`src/sv/edf_pkg.sv`:
```
// ----------------------------------------------------------------------------
// edf_pkg
// Shared constants, types and saturating adders for the EDF packet buffer.
// ----------------------------------------------------------------------------
package edf_pkg;

   localparam int BUFFER_DEPTH = 64;
   localparam int IDX_W        = (BUFFER_DEPTH > 1) ? $clog2(BUFFER_DEPTH) : 1;
   localparam int CNT_W        = $clog2(BUFFER_DEPTH + 1);
   localparam int WORD_W       = 32;

   localparam logic OP_ARRIVAL = 1'b0;
   localparam logic OP_TICK    = 1'b1;

   localparam logic REG_CAPACITY = 1'b0;
   localparam logic [6:0] CAPACITY_RESET = 7'd4;

   typedef struct packed {
      logic load;
      logic append;
      logic drop_one;
      logic scan_start;
      logic vscan;
      logic replace;
      logic purge;
      logic purge_end;
      logic shift;
      logic shift_end;
      logic finish;
   } cmd_type;

   typedef struct packed {
      logic op_tick;
      logic cnt_zero;
      logic full;
      logic occ_zero;
      logic scan_done;
      logic any_left;
      logic rsp_free;
   } status_type;

   function automatic logic [31:0] sat32(input logic [31:0] a, input logic [31:0] b);
      logic [32:0] s;
      s = {1'b0, a} + {1'b0, b};
      return s[32] ? 32'hFFFF_FFFF : s[31:0];
   endfunction

   function automatic logic [47:0] sat48(input logic [47:0] a, input logic [47:0] b);
      logic [48:0] s;
      s = {1'b0, a} + {1'b0, b};
      return s[48] ? 48'hFFFF_FFFF_FFFF : s[47:0];
   endfunction

endpackage

```
`src/sv/edf_ram.sv`:
```
// ----------------------------------------------------------------------------
// edf_ram
// Generic single-write, single-read RAM with registered read data.
// ----------------------------------------------------------------------------
module edf_ram #(
   parameter int WIDTH = 32,
   parameter int DEPTH = 64
) (
   input  logic                                           clock,
   input  logic                                           we,
   input  logic [((DEPTH > 1) ? $clog2(DEPTH) : 1)-1:0]   waddr,
   input  logic [WIDTH-1:0]                               wdata,
   input  logic [((DEPTH > 1) ? $clog2(DEPTH) : 1)-1:0]   raddr,
   output logic [WIDTH-1:0]                               rdata
);

   logic [WIDTH-1:0] mem_ff [DEPTH];
   logic [WIDTH-1:0] rdata_ff;

   always_ff @(posedge clock) begin
      if (we) begin
         mem_ff[waddr] <= wdata;
      end
      rdata_ff <= mem_ff[raddr];
   end

   assign rdata = rdata_ff;

endmodule

```
`src/sv/edf_ctrl.sv`:
```
// ----------------------------------------------------------------------------
// edf_ctrl
// Sequencer: walks arrivals copy by copy and ticks through purge and send.
// ----------------------------------------------------------------------------
module edf_ctrl (
   input  logic                 clock,
   input  logic                 reset,
   input  logic                 req_valid,
   output logic                 req_ready,
   input  edf_pkg::status_type  status,
   output edf_pkg::cmd_type     cmd
);
   import edf_pkg::*;

   typedef enum logic [8:0] {
      S_IDLE       = 9'b000000001,
      S_ARR        = 9'b000000010,
      S_VSCAN      = 9'b000000100,
      S_REPLACE    = 9'b000001000,
      S_PURGE_INIT = 9'b000010000,
      S_PURGE      = 9'b000100000,
      S_PURGE_END  = 9'b001000000,
      S_SHIFT      = 9'b010000000,
      S_DONE       = 9'b100000000
   } state_type;

   state_type state_ff, state_in;

   always_ff @(posedge clock) begin
      if (reset) begin
         state_ff <= S_IDLE;
      end else begin
         state_ff <= state_in;
      end
   end

   assign req_ready = (state_ff == S_IDLE);

   always_comb begin
      state_in = state_ff;
      cmd      = '0;
      case (state_ff)
         S_IDLE: begin
            if (req_valid) begin
               cmd.load = 1'b1;
               state_in = S_ARR;
            end
         end
         S_ARR: begin
            if (status.op_tick) begin
               state_in = S_PURGE_INIT;
            end else if (status.cnt_zero) begin
               state_in = S_DONE;
            end else if (!status.full) begin
               cmd.append = 1'b1;
            end else begin
               // full: this copy is a drop, maybe replacing the weakest entry
               cmd.drop_one = 1'b1;
               if (!status.occ_zero) begin
                  cmd.scan_start = 1'b1;
                  state_in       = S_VSCAN;
               end
            end
         end
         S_VSCAN: begin
            cmd.vscan = 1'b1;
            if (status.scan_done) begin
               state_in = S_REPLACE;
            end
         end
         S_REPLACE: begin
            cmd.replace = 1'b1;
            state_in    = S_ARR;
         end
         S_PURGE_INIT: begin
            cmd.scan_start = 1'b1;
            state_in       = S_PURGE;
         end
         S_PURGE: begin
            cmd.purge = 1'b1;
            if (status.scan_done) begin
               state_in = S_PURGE_END;
            end
         end
         S_PURGE_END: begin
            cmd.purge_end = 1'b1;
            state_in      = status.any_left ? S_SHIFT : S_DONE;
         end
         S_SHIFT: begin
            cmd.shift = 1'b1;
            if (status.scan_done) begin
               cmd.shift_end = 1'b1;
               state_in      = S_DONE;
            end
         end
         S_DONE: begin
            if (status.rsp_free) begin
               cmd.finish = 1'b1;
               state_in   = S_IDLE;
            end
         end
         default: begin
            state_in = S_IDLE;
         end
      endcase
   end

endmodule

```
`src/sv/edf_datapath.sv`:
```
// ----------------------------------------------------------------------------
// edf_datapath
// Entry RAM, scan pointers, victim/min trackers, totals and result register.
// ----------------------------------------------------------------------------
module edf_datapath (
   input  logic                       clock,
   input  logic                       reset,
   input  edf_pkg::cmd_type           cmd,
   output edf_pkg::status_type        status,
   input  logic [edf_pkg::CNT_W-1:0]  cap_eff,
   input  logic                       req_opcode,
   input  logic [7:0]                 req_packet_count,
   input  logic [15:0]                req_packet_slack,
   input  logic [15:0]                req_packet_value,
   output logic                       rsp_valid,
   input  logic                       rsp_ready,
   output logic                       rsp_sent,
   output logic [15:0]                rsp_sent_value,
   output logic                       rsp_was_empty,
   output logic [6:0]                 rsp_fill_level,
   output logic [31:0]                rsp_arrived_total,
   output logic [31:0]                rsp_dropped_total,
   output logic [31:0]                rsp_sent_total,
   output logic [47:0]                rsp_value_total
);
   import edf_pkg::*;

   // item
   logic             op_ff;
   logic [7:0]       cnt_ff, cnt_in;
   logic [15:0]      slk_ff, val_ff;
   // buffer control
   logic [CNT_W-1:0] occ_ff, occ_in;
   logic [CNT_W-1:0] rp_ff, rp_in;
   logic [CNT_W-1:0] wp_ff, wp_in;
   logic [CNT_W-1:0] n1_ff, n1_in;
   logic             pv_ff, pv_in;
   logic [IDX_W-1:0] pidx_ff, pidx_in;
   logic             bfound_ff, bfound_in;
   logic [IDX_W-1:0] best_ff, best_in;
   logic [15:0]      bslk_ff, bslk_in;
   logic [15:0]      bval_ff, bval_in;
   // totals
   logic [31:0]      arr_ff, arr_in;
   logic [31:0]      drp_ff, drp_in;
   logic [31:0]      snt_ff, snt_in;
   logic [47:0]      vsum_ff, vsum_in;
   // result flags
   logic             rsent_ff, rsent_in;
   logic [15:0]      rval_ff, rval_in;
   logic             rempty_ff, rempty_in;
   // response register
   logic             ov_ff, ov_in;
   logic             osent_ff;
   logic [15:0]      oval_ff;
   logic             oempty_ff;
   logic [6:0]       ofill_ff;
   logic [31:0]      oarr_ff, odrp_ff, osnt_ff;
   logic [47:0]      ovsum_ff;
   // ram
   logic              we;
   logic [IDX_W-1:0]  waddr;
   logic [WORD_W-1:0] wdata;
   logic [WORD_W-1:0] rdata;
   logic [15:0]       rd_slk, rd_val, dec_slk;
   logic              issue;
   logic [8:0]        cap_w;

   edf_ram #(.WIDTH(WORD_W), .DEPTH(BUFFER_DEPTH)) u_ram (
      .clock (clock),
      .we    (we),
      .waddr (waddr),
      .wdata (wdata),
      .raddr (rp_ff[IDX_W-1:0]),
      .rdata (rdata)
   );

   assign rd_slk  = rdata[31:16];
   assign rd_val  = rdata[15:0];
   assign dec_slk = rd_slk - 16'd1;
   assign issue   = (rp_ff < occ_ff);
   assign cap_w   = 9'(cap_eff);

   assign status.op_tick   = op_ff;
   assign status.cnt_zero  = (cnt_ff == 8'd0);
   assign status.full      = (occ_ff >= cap_eff);
   assign status.occ_zero  = (occ_ff == '0);
   assign status.scan_done = !issue && !pv_ff;
   assign status.any_left  = (wp_ff != '0);
   assign status.rsp_free  = !ov_ff || rsp_ready;

   always_comb begin
      cnt_in    = cnt_ff;
      occ_in    = occ_ff;
      rp_in     = rp_ff;
      wp_in     = wp_ff;
      n1_in     = n1_ff;
      pv_in     = 1'b0;
      pidx_in   = rp_ff[IDX_W-1:0];
      bfound_in = bfound_ff;
      best_in   = best_ff;
      bslk_in   = bslk_ff;
      bval_in   = bval_ff;
      arr_in    = arr_ff;
      drp_in    = drp_ff;
      snt_in    = snt_ff;
      vsum_in   = vsum_ff;
      rsent_in  = rsent_ff;
      rval_in   = rval_ff;
      rempty_in = rempty_ff;
      ov_in     = ov_ff;
      we        = 1'b0;
      waddr     = occ_ff[IDX_W-1:0];
      wdata     = {slk_ff, val_ff};

      if (ov_ff && rsp_ready) begin
         ov_in = 1'b0;
      end

      if (cmd.load) begin
         rsent_in  = 1'b0;
         rval_in   = 16'd0;
         rempty_in = 1'b0;
         cnt_in    = 8'd0;
         if (req_opcode == OP_ARRIVAL) begin
            arr_in = sat32(arr_ff, 32'(req_packet_count));
            if (9'(req_packet_count) > cap_w) begin
               drp_in = sat32(drp_ff, 32'(9'(req_packet_count) - cap_w));
               cnt_in = cap_w[7:0];
            end else begin
               cnt_in = req_packet_count;
            end
         end
      end

      if (cmd.append) begin
         we     = 1'b1;
         occ_in = occ_ff + 1'b1;
         cnt_in = cnt_ff - 8'd1;
      end

      if (cmd.drop_one) begin
         drp_in = sat32(drp_ff, 32'd1);
         cnt_in = cnt_ff - 8'd1;
      end

      if (cmd.scan_start) begin
         rp_in     = '0;
         wp_in     = '0;
         n1_in     = '0;
         bfound_in = 1'b0;
      end

      if (cmd.vscan || cmd.purge || cmd.shift) begin
         if (issue) begin
            pv_in = 1'b1;
            rp_in = rp_ff + 1'b1;
         end
      end

      // latest entry with the smallest slack
      if (cmd.vscan && pv_ff) begin
         if (!bfound_ff || rd_slk <= bslk_ff) begin
            bfound_in = 1'b1;
            best_in   = pidx_ff;
            bslk_in   = rd_slk;
         end
      end

      if (cmd.replace && bslk_ff < slk_ff) begin
         we    = 1'b1;
         waddr = best_ff;
      end

      // both purges and the decrement in one compacting pass
      if (cmd.purge && pv_ff) begin
         if (rd_slk != 16'd0) begin
            n1_in = n1_ff + 1'b1;
         end
         if (rd_slk == 16'd0 || rd_slk == 16'd1) begin
            drp_in = sat32(drp_ff, 32'd1);
         end else begin
            we    = 1'b1;
            waddr = wp_ff[IDX_W-1:0];
            wdata = {dec_slk, rd_val};
            wp_in = wp_ff + 1'b1;
            if (!bfound_ff || dec_slk < bslk_ff) begin
               bfound_in = 1'b1;
               best_in   = wp_ff[IDX_W-1:0];
               bslk_in   = dec_slk;
               bval_in   = rd_val;
            end
         end
      end

      if (cmd.purge_end) begin
         occ_in    = wp_ff;
         rempty_in = (n1_ff == '0);
         rp_in     = CNT_W'(best_ff) + 1'b1;
         if (wp_ff != '0) begin
            rsent_in = 1'b1;
            rval_in  = bval_ff;
            vsum_in  = sat48(vsum_ff, 48'(bval_ff));
            snt_in   = sat32(snt_ff, 32'd1);
         end
      end

      // close the gap left by the sent entry
      if (cmd.shift && pv_ff) begin
         we    = 1'b1;
         waddr = pidx_ff - 1'b1;
         wdata = rdata;
      end

      if (cmd.shift_end) begin
         occ_in = occ_ff - 1'b1;
      end

      if (cmd.finish) begin
         ov_in = 1'b1;
      end
   end

   always_ff @(posedge clock) begin
      if (reset) begin
         occ_ff <= '0;
         arr_ff <= '0;
         drp_ff <= '0;
         snt_ff <= '0;
         vsum_ff <= '0;
         ov_ff  <= 1'b0;
         pv_ff  <= 1'b0;
         op_ff  <= 1'b0;
         cnt_ff <= '0;
      end else begin
         occ_ff  <= occ_in;
         arr_ff  <= arr_in;
         drp_ff  <= drp_in;
         snt_ff  <= snt_in;
         vsum_ff <= vsum_in;
         ov_ff   <= ov_in;
         pv_ff   <= pv_in;
         cnt_ff  <= cnt_in;
         if (cmd.load) begin
            op_ff <= req_opcode;
         end
      end
   end

   always_ff @(posedge clock) begin
      if (cmd.load) begin
         slk_ff <= req_packet_slack;
         val_ff <= req_packet_value;
      end
      rp_ff     <= rp_in;
      wp_ff     <= wp_in;
      n1_ff     <= n1_in;
      pidx_ff   <= pidx_in;
      bfound_ff <= bfound_in;
      best_ff   <= best_in;
      bslk_ff   <= bslk_in;
      bval_ff   <= bval_in;
      rsent_ff  <= rsent_in;
      rval_ff   <= rval_in;
      rempty_ff <= rempty_in;
      if (cmd.finish) begin
         osent_ff  <= rsent_ff;
         oval_ff   <= rval_ff;
         oempty_ff <= rempty_ff;
         ofill_ff  <= 7'(occ_ff);
         oarr_ff   <= arr_ff;
         odrp_ff   <= drp_ff;
         osnt_ff   <= snt_ff;
         ovsum_ff  <= vsum_ff;
      end
   end

   assign rsp_valid         = ov_ff;
   assign rsp_sent          = osent_ff;
   assign rsp_sent_value    = oval_ff;
   assign rsp_was_empty     = oempty_ff;
   assign rsp_fill_level    = ofill_ff;
   assign rsp_arrived_total = oarr_ff;
   assign rsp_dropped_total = odrp_ff;
   assign rsp_sent_total    = osnt_ff;
   assign rsp_value_total   = ovsum_ff;

endmodule

```
`src/sv/edf_packet_buffer_scheduler.sv`:
```
// An arrival handles its copies one by one; a copy that meets a full buffer with
// entries in it scans them all for the weakest one. A tick scans once to purge and,
// when an entry is sent, once more to shift the entries behind it.
// One item is in work at a time; the scans of the entry RAM set the rate.
// A result waits in an output register while the next word is accepted.
// Reset (synchronous) empties the buffer, clears totals, sets capacity to 4.
// ----------------------------------------------------------------------------
// edf_packet_buffer_scheduler
// Bounded earliest-deadline-first packet buffer with APB-style capacity port.
// ----------------------------------------------------------------------------
module edf_packet_buffer_scheduler (
   input  logic         clock,
   input  logic         reset,
   input  logic         req_valid,
   output logic         req_ready,
   input  logic         req_opcode,
   input  logic [7:0]   req_packet_count,
   input  logic [15:0]  req_packet_slack,
   input  logic [15:0]  req_packet_value,
   output logic         rsp_valid,
   input  logic         rsp_ready,
   output logic         rsp_sent,
   output logic [15:0]  rsp_sent_value,
   output logic         rsp_was_empty,
   output logic [6:0]   rsp_fill_level,
   output logic [31:0]  rsp_arrived_total,
   output logic [31:0]  rsp_dropped_total,
   output logic [31:0]  rsp_sent_total,
   output logic [47:0]  rsp_value_total,
   input  logic         psel,
   input  logic         penable,
   input  logic         pwrite,
   input  logic [2:0]   paddr,
   input  logic [31:0]  pwdata,
   output logic [31:0]  prdata,
   output logic         pready
);
   import edf_pkg::*;

   logic [6:0]       cap_ff;
   logic [CNT_W-1:0] cap_eff;
   cmd_type          cmd;
   status_type       status;

   assign pready = 1'b1;

   always_ff @(posedge clock) begin
      if (reset) begin
         cap_ff <= CAPACITY_RESET;
      end else if (psel && penable && pwrite && paddr[2] == REG_CAPACITY) begin
         cap_ff <= pwdata[6:0];
      end
   end

   assign prdata  = (paddr[2] == REG_CAPACITY) ? {25'd0, cap_ff} : 32'd0;
   // clamp to the physical depth
   assign cap_eff = (32'(cap_ff) > BUFFER_DEPTH) ? CNT_W'(BUFFER_DEPTH) : CNT_W'(cap_ff);

   edf_ctrl u_ctrl (
      .clock     (clock),
      .reset     (reset),
      .req_valid (req_valid),
      .req_ready (req_ready),
      .status    (status),
      .cmd       (cmd)
   );

   edf_datapath u_dp (
      .clock             (clock),
      .reset             (reset),
      .cmd               (cmd),
      .status            (status),
      .cap_eff           (cap_eff),
      .req_opcode        (req_opcode),
      .req_packet_count  (req_packet_count),
      .req_packet_slack  (req_packet_slack),
      .req_packet_value  (req_packet_value),
      .rsp_valid         (rsp_valid),
      .rsp_ready         (rsp_ready),
      .rsp_sent          (rsp_sent),
      .rsp_sent_value    (rsp_sent_value),
      .rsp_was_empty     (rsp_was_empty),
      .rsp_fill_level    (rsp_fill_level),
      .rsp_arrived_total (rsp_arrived_total),
      .rsp_dropped_total (rsp_dropped_total),
      .rsp_sent_total    (rsp_sent_total),
      .rsp_value_total   (rsp_value_total)
   );

endmodule

```
`config.mk`:
```
export PLATFORM = sky130hd
export DESIGN_NAME = edf_packet_buffer_scheduler
export DESIGN_NICKNAME = d
export VERILOG_FILES = /design/src/sv/edf_pkg.sv /design/src/sv/edf_ram.sv /design/src/sv/edf_ctrl.sv /design/src/sv/edf_datapath.sv /design/src/sv/edf_packet_buffer_scheduler.sv
export SDC_FILE = /design/constraint.sdc
export NUM_CORES = 2
export LEC_CHECK = 0
export BUFFER_PORTS_ARGS = -buffer_cell sky130_fd_sc_hd__buf_2
export CAP_MARGIN = 40
export CORE_MARGIN = 8
export CORE_UTILIZATION = 60
export CTS_CLUSTER_SIZE = 40
export DETAILED_ROUTE_END_ITERATION = 8
export GPL_TIMING_DRIVEN = 0
export MAX_ROUTING_LAYER = met4
export PLACE_DENSITY_LB_ADDON = 0.05
export SYNTH_ARGS = -nofsm -noshare
export SYNTH_HDL_FRONTEND = slang
export SYNTH_SLANG_ARGS = --single-unit
```
`constraint.sdc`:
```
create_clock -name clock -period 29 [get_ports clock]
set_input_delay 2.9 -clock clock [delete_from_list [all_inputs] [get_ports clock]]
set_output_delay 2.9 -clock clock [all_outputs]
set_load 0.02 [all_outputs]
```
==> summary.md <==
| Metric | Value |
|---|---|
| Status | `finished clean` |
| YS warnings | `0` |
| Max-Cap Viols | `0` |
| Combinational group share of total power | `7.1%` |
| Post-synth EDFFs | `2266` |
| Setup Skew | `0.0658 ns` |
| Count leader, synth | `edfxtp_1` |
| DP HPWL | `201 mm` |
| RSZ-0062 raised after global routing | `false` |
| Die area | `184000 um^2` |
| Seq pwr share | `51.8%` |
| CTS Buffer Depth | `4` |
| Post-cts sizing count | `0` |
| P_int | `6210 uW` |
| Vias per cell | `6.51` |
| Register area share after synthesis | `71.7%` |
| Number of setup buffers added after CTS | `0` |
| Minimum clock period | `7.25 ns` |
| TritonCTS clock tree | `built` |
| TNS Setup | `0 ns` |
| Final Util | `70.7%` |
| Root buf cell | `clkbuf_16` |
| Final ANT Viol Nets | `0` |
| CTS H-Tree Depth | `5` |
| CTS Buf Count | `275` |
| Synthesis-to-finish area growth | `17.0%` |
| Async SR Flop Fraction | `0%` |
| Hold Path Class | `register to register` |
| Achievable Freq | `138 MHz` |
| Area contributors post-synth | `edfxtp_1 66%, mux4_2 15%, dfxtp_1 5.4%, ha_1 1.7%, a21oi_1 1.2%` |
| Drt drc | `0` |
| Drt initial violations | `6708` |
| Initial core utilization | `60.5%` |
| Total gr overflow | `0` |
| Data required, critical path | `29.77 ns` |
| Yosys top cell by area | `edfxtp_1` |
| Initial antenna violation count | `16` |
| Switch Pwr | `1760 uW` |
| Global-route wire length before repair | `396 mm` |
| Most used flip-flop cell after synthesis | `edfxtp_1` |
| CTS Hold Bufs | `0` |
| Final std cells w/o fill | `8761` |
| Critical Path AT | `8.02 ns` |
| Worst Setup End Kind | `register` |
| All-Layer GR Usage | `30.5%` |
| Nets | `6575` |
| Vias in the first global route | `56100` |
| Crit path kind | `input port to register` |
| Cell leakage power | `0.0387 uW` |
| Worst setup SP type | `input port` |
| Core ar. | `170000 um^2` |
| Worst slew margin | `32.6%` |
| Clk pin slew, worst setup/hold paths | `0.06 ns` |
| Pwr Density | `66.4 nW/um^2` |
| Synth top cells by count | `2266 x edfxtp_1, 672 x mux4_2, 277 x dfxtp_1` |
| Cell variety after synth | `97` |
| WL/cell | `31.5 um` |
| Routed vias | `57000` |
| Top cell type's share of synthesized area | `66.3%` |
| Die W | `429 um` |
| Seq cells post-synth | `2543` |
| Largest net degree at the start of global routing | `49` |
| Post-synthesis instance area | `103000 um^2` |
| Peak VDD IR | `64.3 uV` |
| Pins Over Slew Limit | `0` |
| Net Sw Frac | `22.1%` |
| Die height | `429 um` |
| Fin crit share | `25.0%` |
| Rows | `151` |
| GPL Wtd Cong | `0.912` |
| Synth Area per Inst | `18.7 um^2` |
| CTS Sinks | `2543` |
| Clock power frac | `41.1%` |
| Placed insts | `8284` |
| First-pass detailed-route iteration total | `8` |
| Clock network latency to the later pin of the worst-skew pair | `0.93 ns` |
| Final setup vio count | `0` |
| I/O pin count | `287` |
| Final hold vios | `0` |
| Layout cell share with drive strength beyond 1 | `26.9%` |
| CP max FO | `24` |
| Port Buffers | `232` |
| Final wirelength | `276 mm` |
| Worst Max-Slew Pin Slew | `1.01 ns` |
| Cells after Synth | `5495` |
## cell usage in the layout (no fill, tap or decap), drive strengths merged, types with 141 or more instances in the layout
cell	count
ha	141
buf	634
dfxtp	277
clkbuf	575
edfxtp	2266
a21oi	243
o21ai	158
nand2	211
mux4	672
nor2	185
## sequential cells by signal, summed over array words and instances (netlist names), 32 cells and up
signal                  count
u_dp.arr_ff                32
u_dp.drp_ff                32
u_dp.rsp_arrived_total     32
u_dp.rsp_dropped_total     32
u_dp.rsp_sent_total        32
u_dp.rsp_value_total       48
u_dp.snt_ff                32
u_dp.u_ram.mem_ff        2048
u_dp.u_ram.rdata           32
u_dp.vsum_ff               48
## power by group through the flow
| stage | Sequential [uW] | Clock, uW | Combinational, uW |
|---|---|---|---|
| 6_report | 4130 | 3280 | 567 |
| 2_1_floorplan | 4190 | 0 | 304 |
| 5_1_grt | 4130 | 3450 | 602 |
| 4_1_cts | 4130 | 3310 | 563 |
| 3_3_place_gp | 4230 | 0 | 471 |
| 3_5_place_dp | 4200 | 0 | 561 |
## worst max-delay path, stage by stage
cell and delay, ns:
buf_2 0.13, inv_1 0.09, ha_1 0.15, inv_1 0.05
fa_1 0.44, a21o_1 0.19, a21oi_1 0.29, o221a_2 0.67
ha_1 0.21, clkbuf_1 0.26, nand4_1 0.16, or2_2 0.31
o22ai_1 0.29, o22ai_1 0.19, or4b_1 0.66, nand3_2 0.23
buf_2 0.31, o22ai_1 0.15, a221oi_1 0.30
## worst paths after layout
kind	startpoint	slack (ns)	depth (start not counted)	to
setup reg to reg	cap_ff[0]$_SDFFE_PP0P_	23.16	18	u_dp.drp_ff[9]$_SDFF_PP0_
hold / removal	u_dp.rp_ff[2]$_DFF_P_	0.39	0	u_dp.pidx_ff[2]$_DFF_P_
hold reg to reg	u_dp.rp_ff[2]$_DFF_P_	0.39	0	u_dp.pidx_ff[2]$_DFF_P_
setup / recovery	req_packet_count[0]	21.75	19	u_dp.drp_ff[9]$_SDFF_PP0_
## metal layers
metal  vias up  GRT usage (%)  share of wire (%)
li1      24100              -                  -
met1     29600           39.6                 38
met2      2842           47.8                 48
met3       516           6.42                9.2
met4         0           12.0                4.9
met5         -              -                  0
## per-stage QoR
step | cell area [um^2] | power (uW) | setup slack [ns] | hold WS, ns
3_5_place_dp | 112000 | 4760 | 20.92 | 0.372
4_1_cts | 120000 | 8000 | 21.85 | 0.382
3_3_place_gp | 107000 | 4700 | 14.75 | 0.369
5_1_grt | 120000 | 8180 | 21.36 | 0.395
2_1_floorplan | 103000 | 4500 | 17.82 | 0.354
6_report | 120000 | 7970 | 21.75 | 0.389
## kinds of logic after synthesis
group	synth area share [%]
DFF	71.7
and+or+nand+nor	4.25
muxes	15.3
AOI/OAI and AO/OA	4.00
buffers and inverters	1.59
xor gates and xnor gates	1.34
adders and majority gates	1.80
other	0.00732
## area by class of cell
class                      instances  area (um^2)
antenna                           10         25.0
buffer                           290         1220
clock buffer                     369         7540
inverter                         109          409
clock inverter                    94          734
multi-input combinational       2577        28100
fill                           10500        49700
sequential                      2543        73600
timing repair buffer             551         5660
tap                             2218         2780
Note: power is estimated with default switching activity, not from simulation.
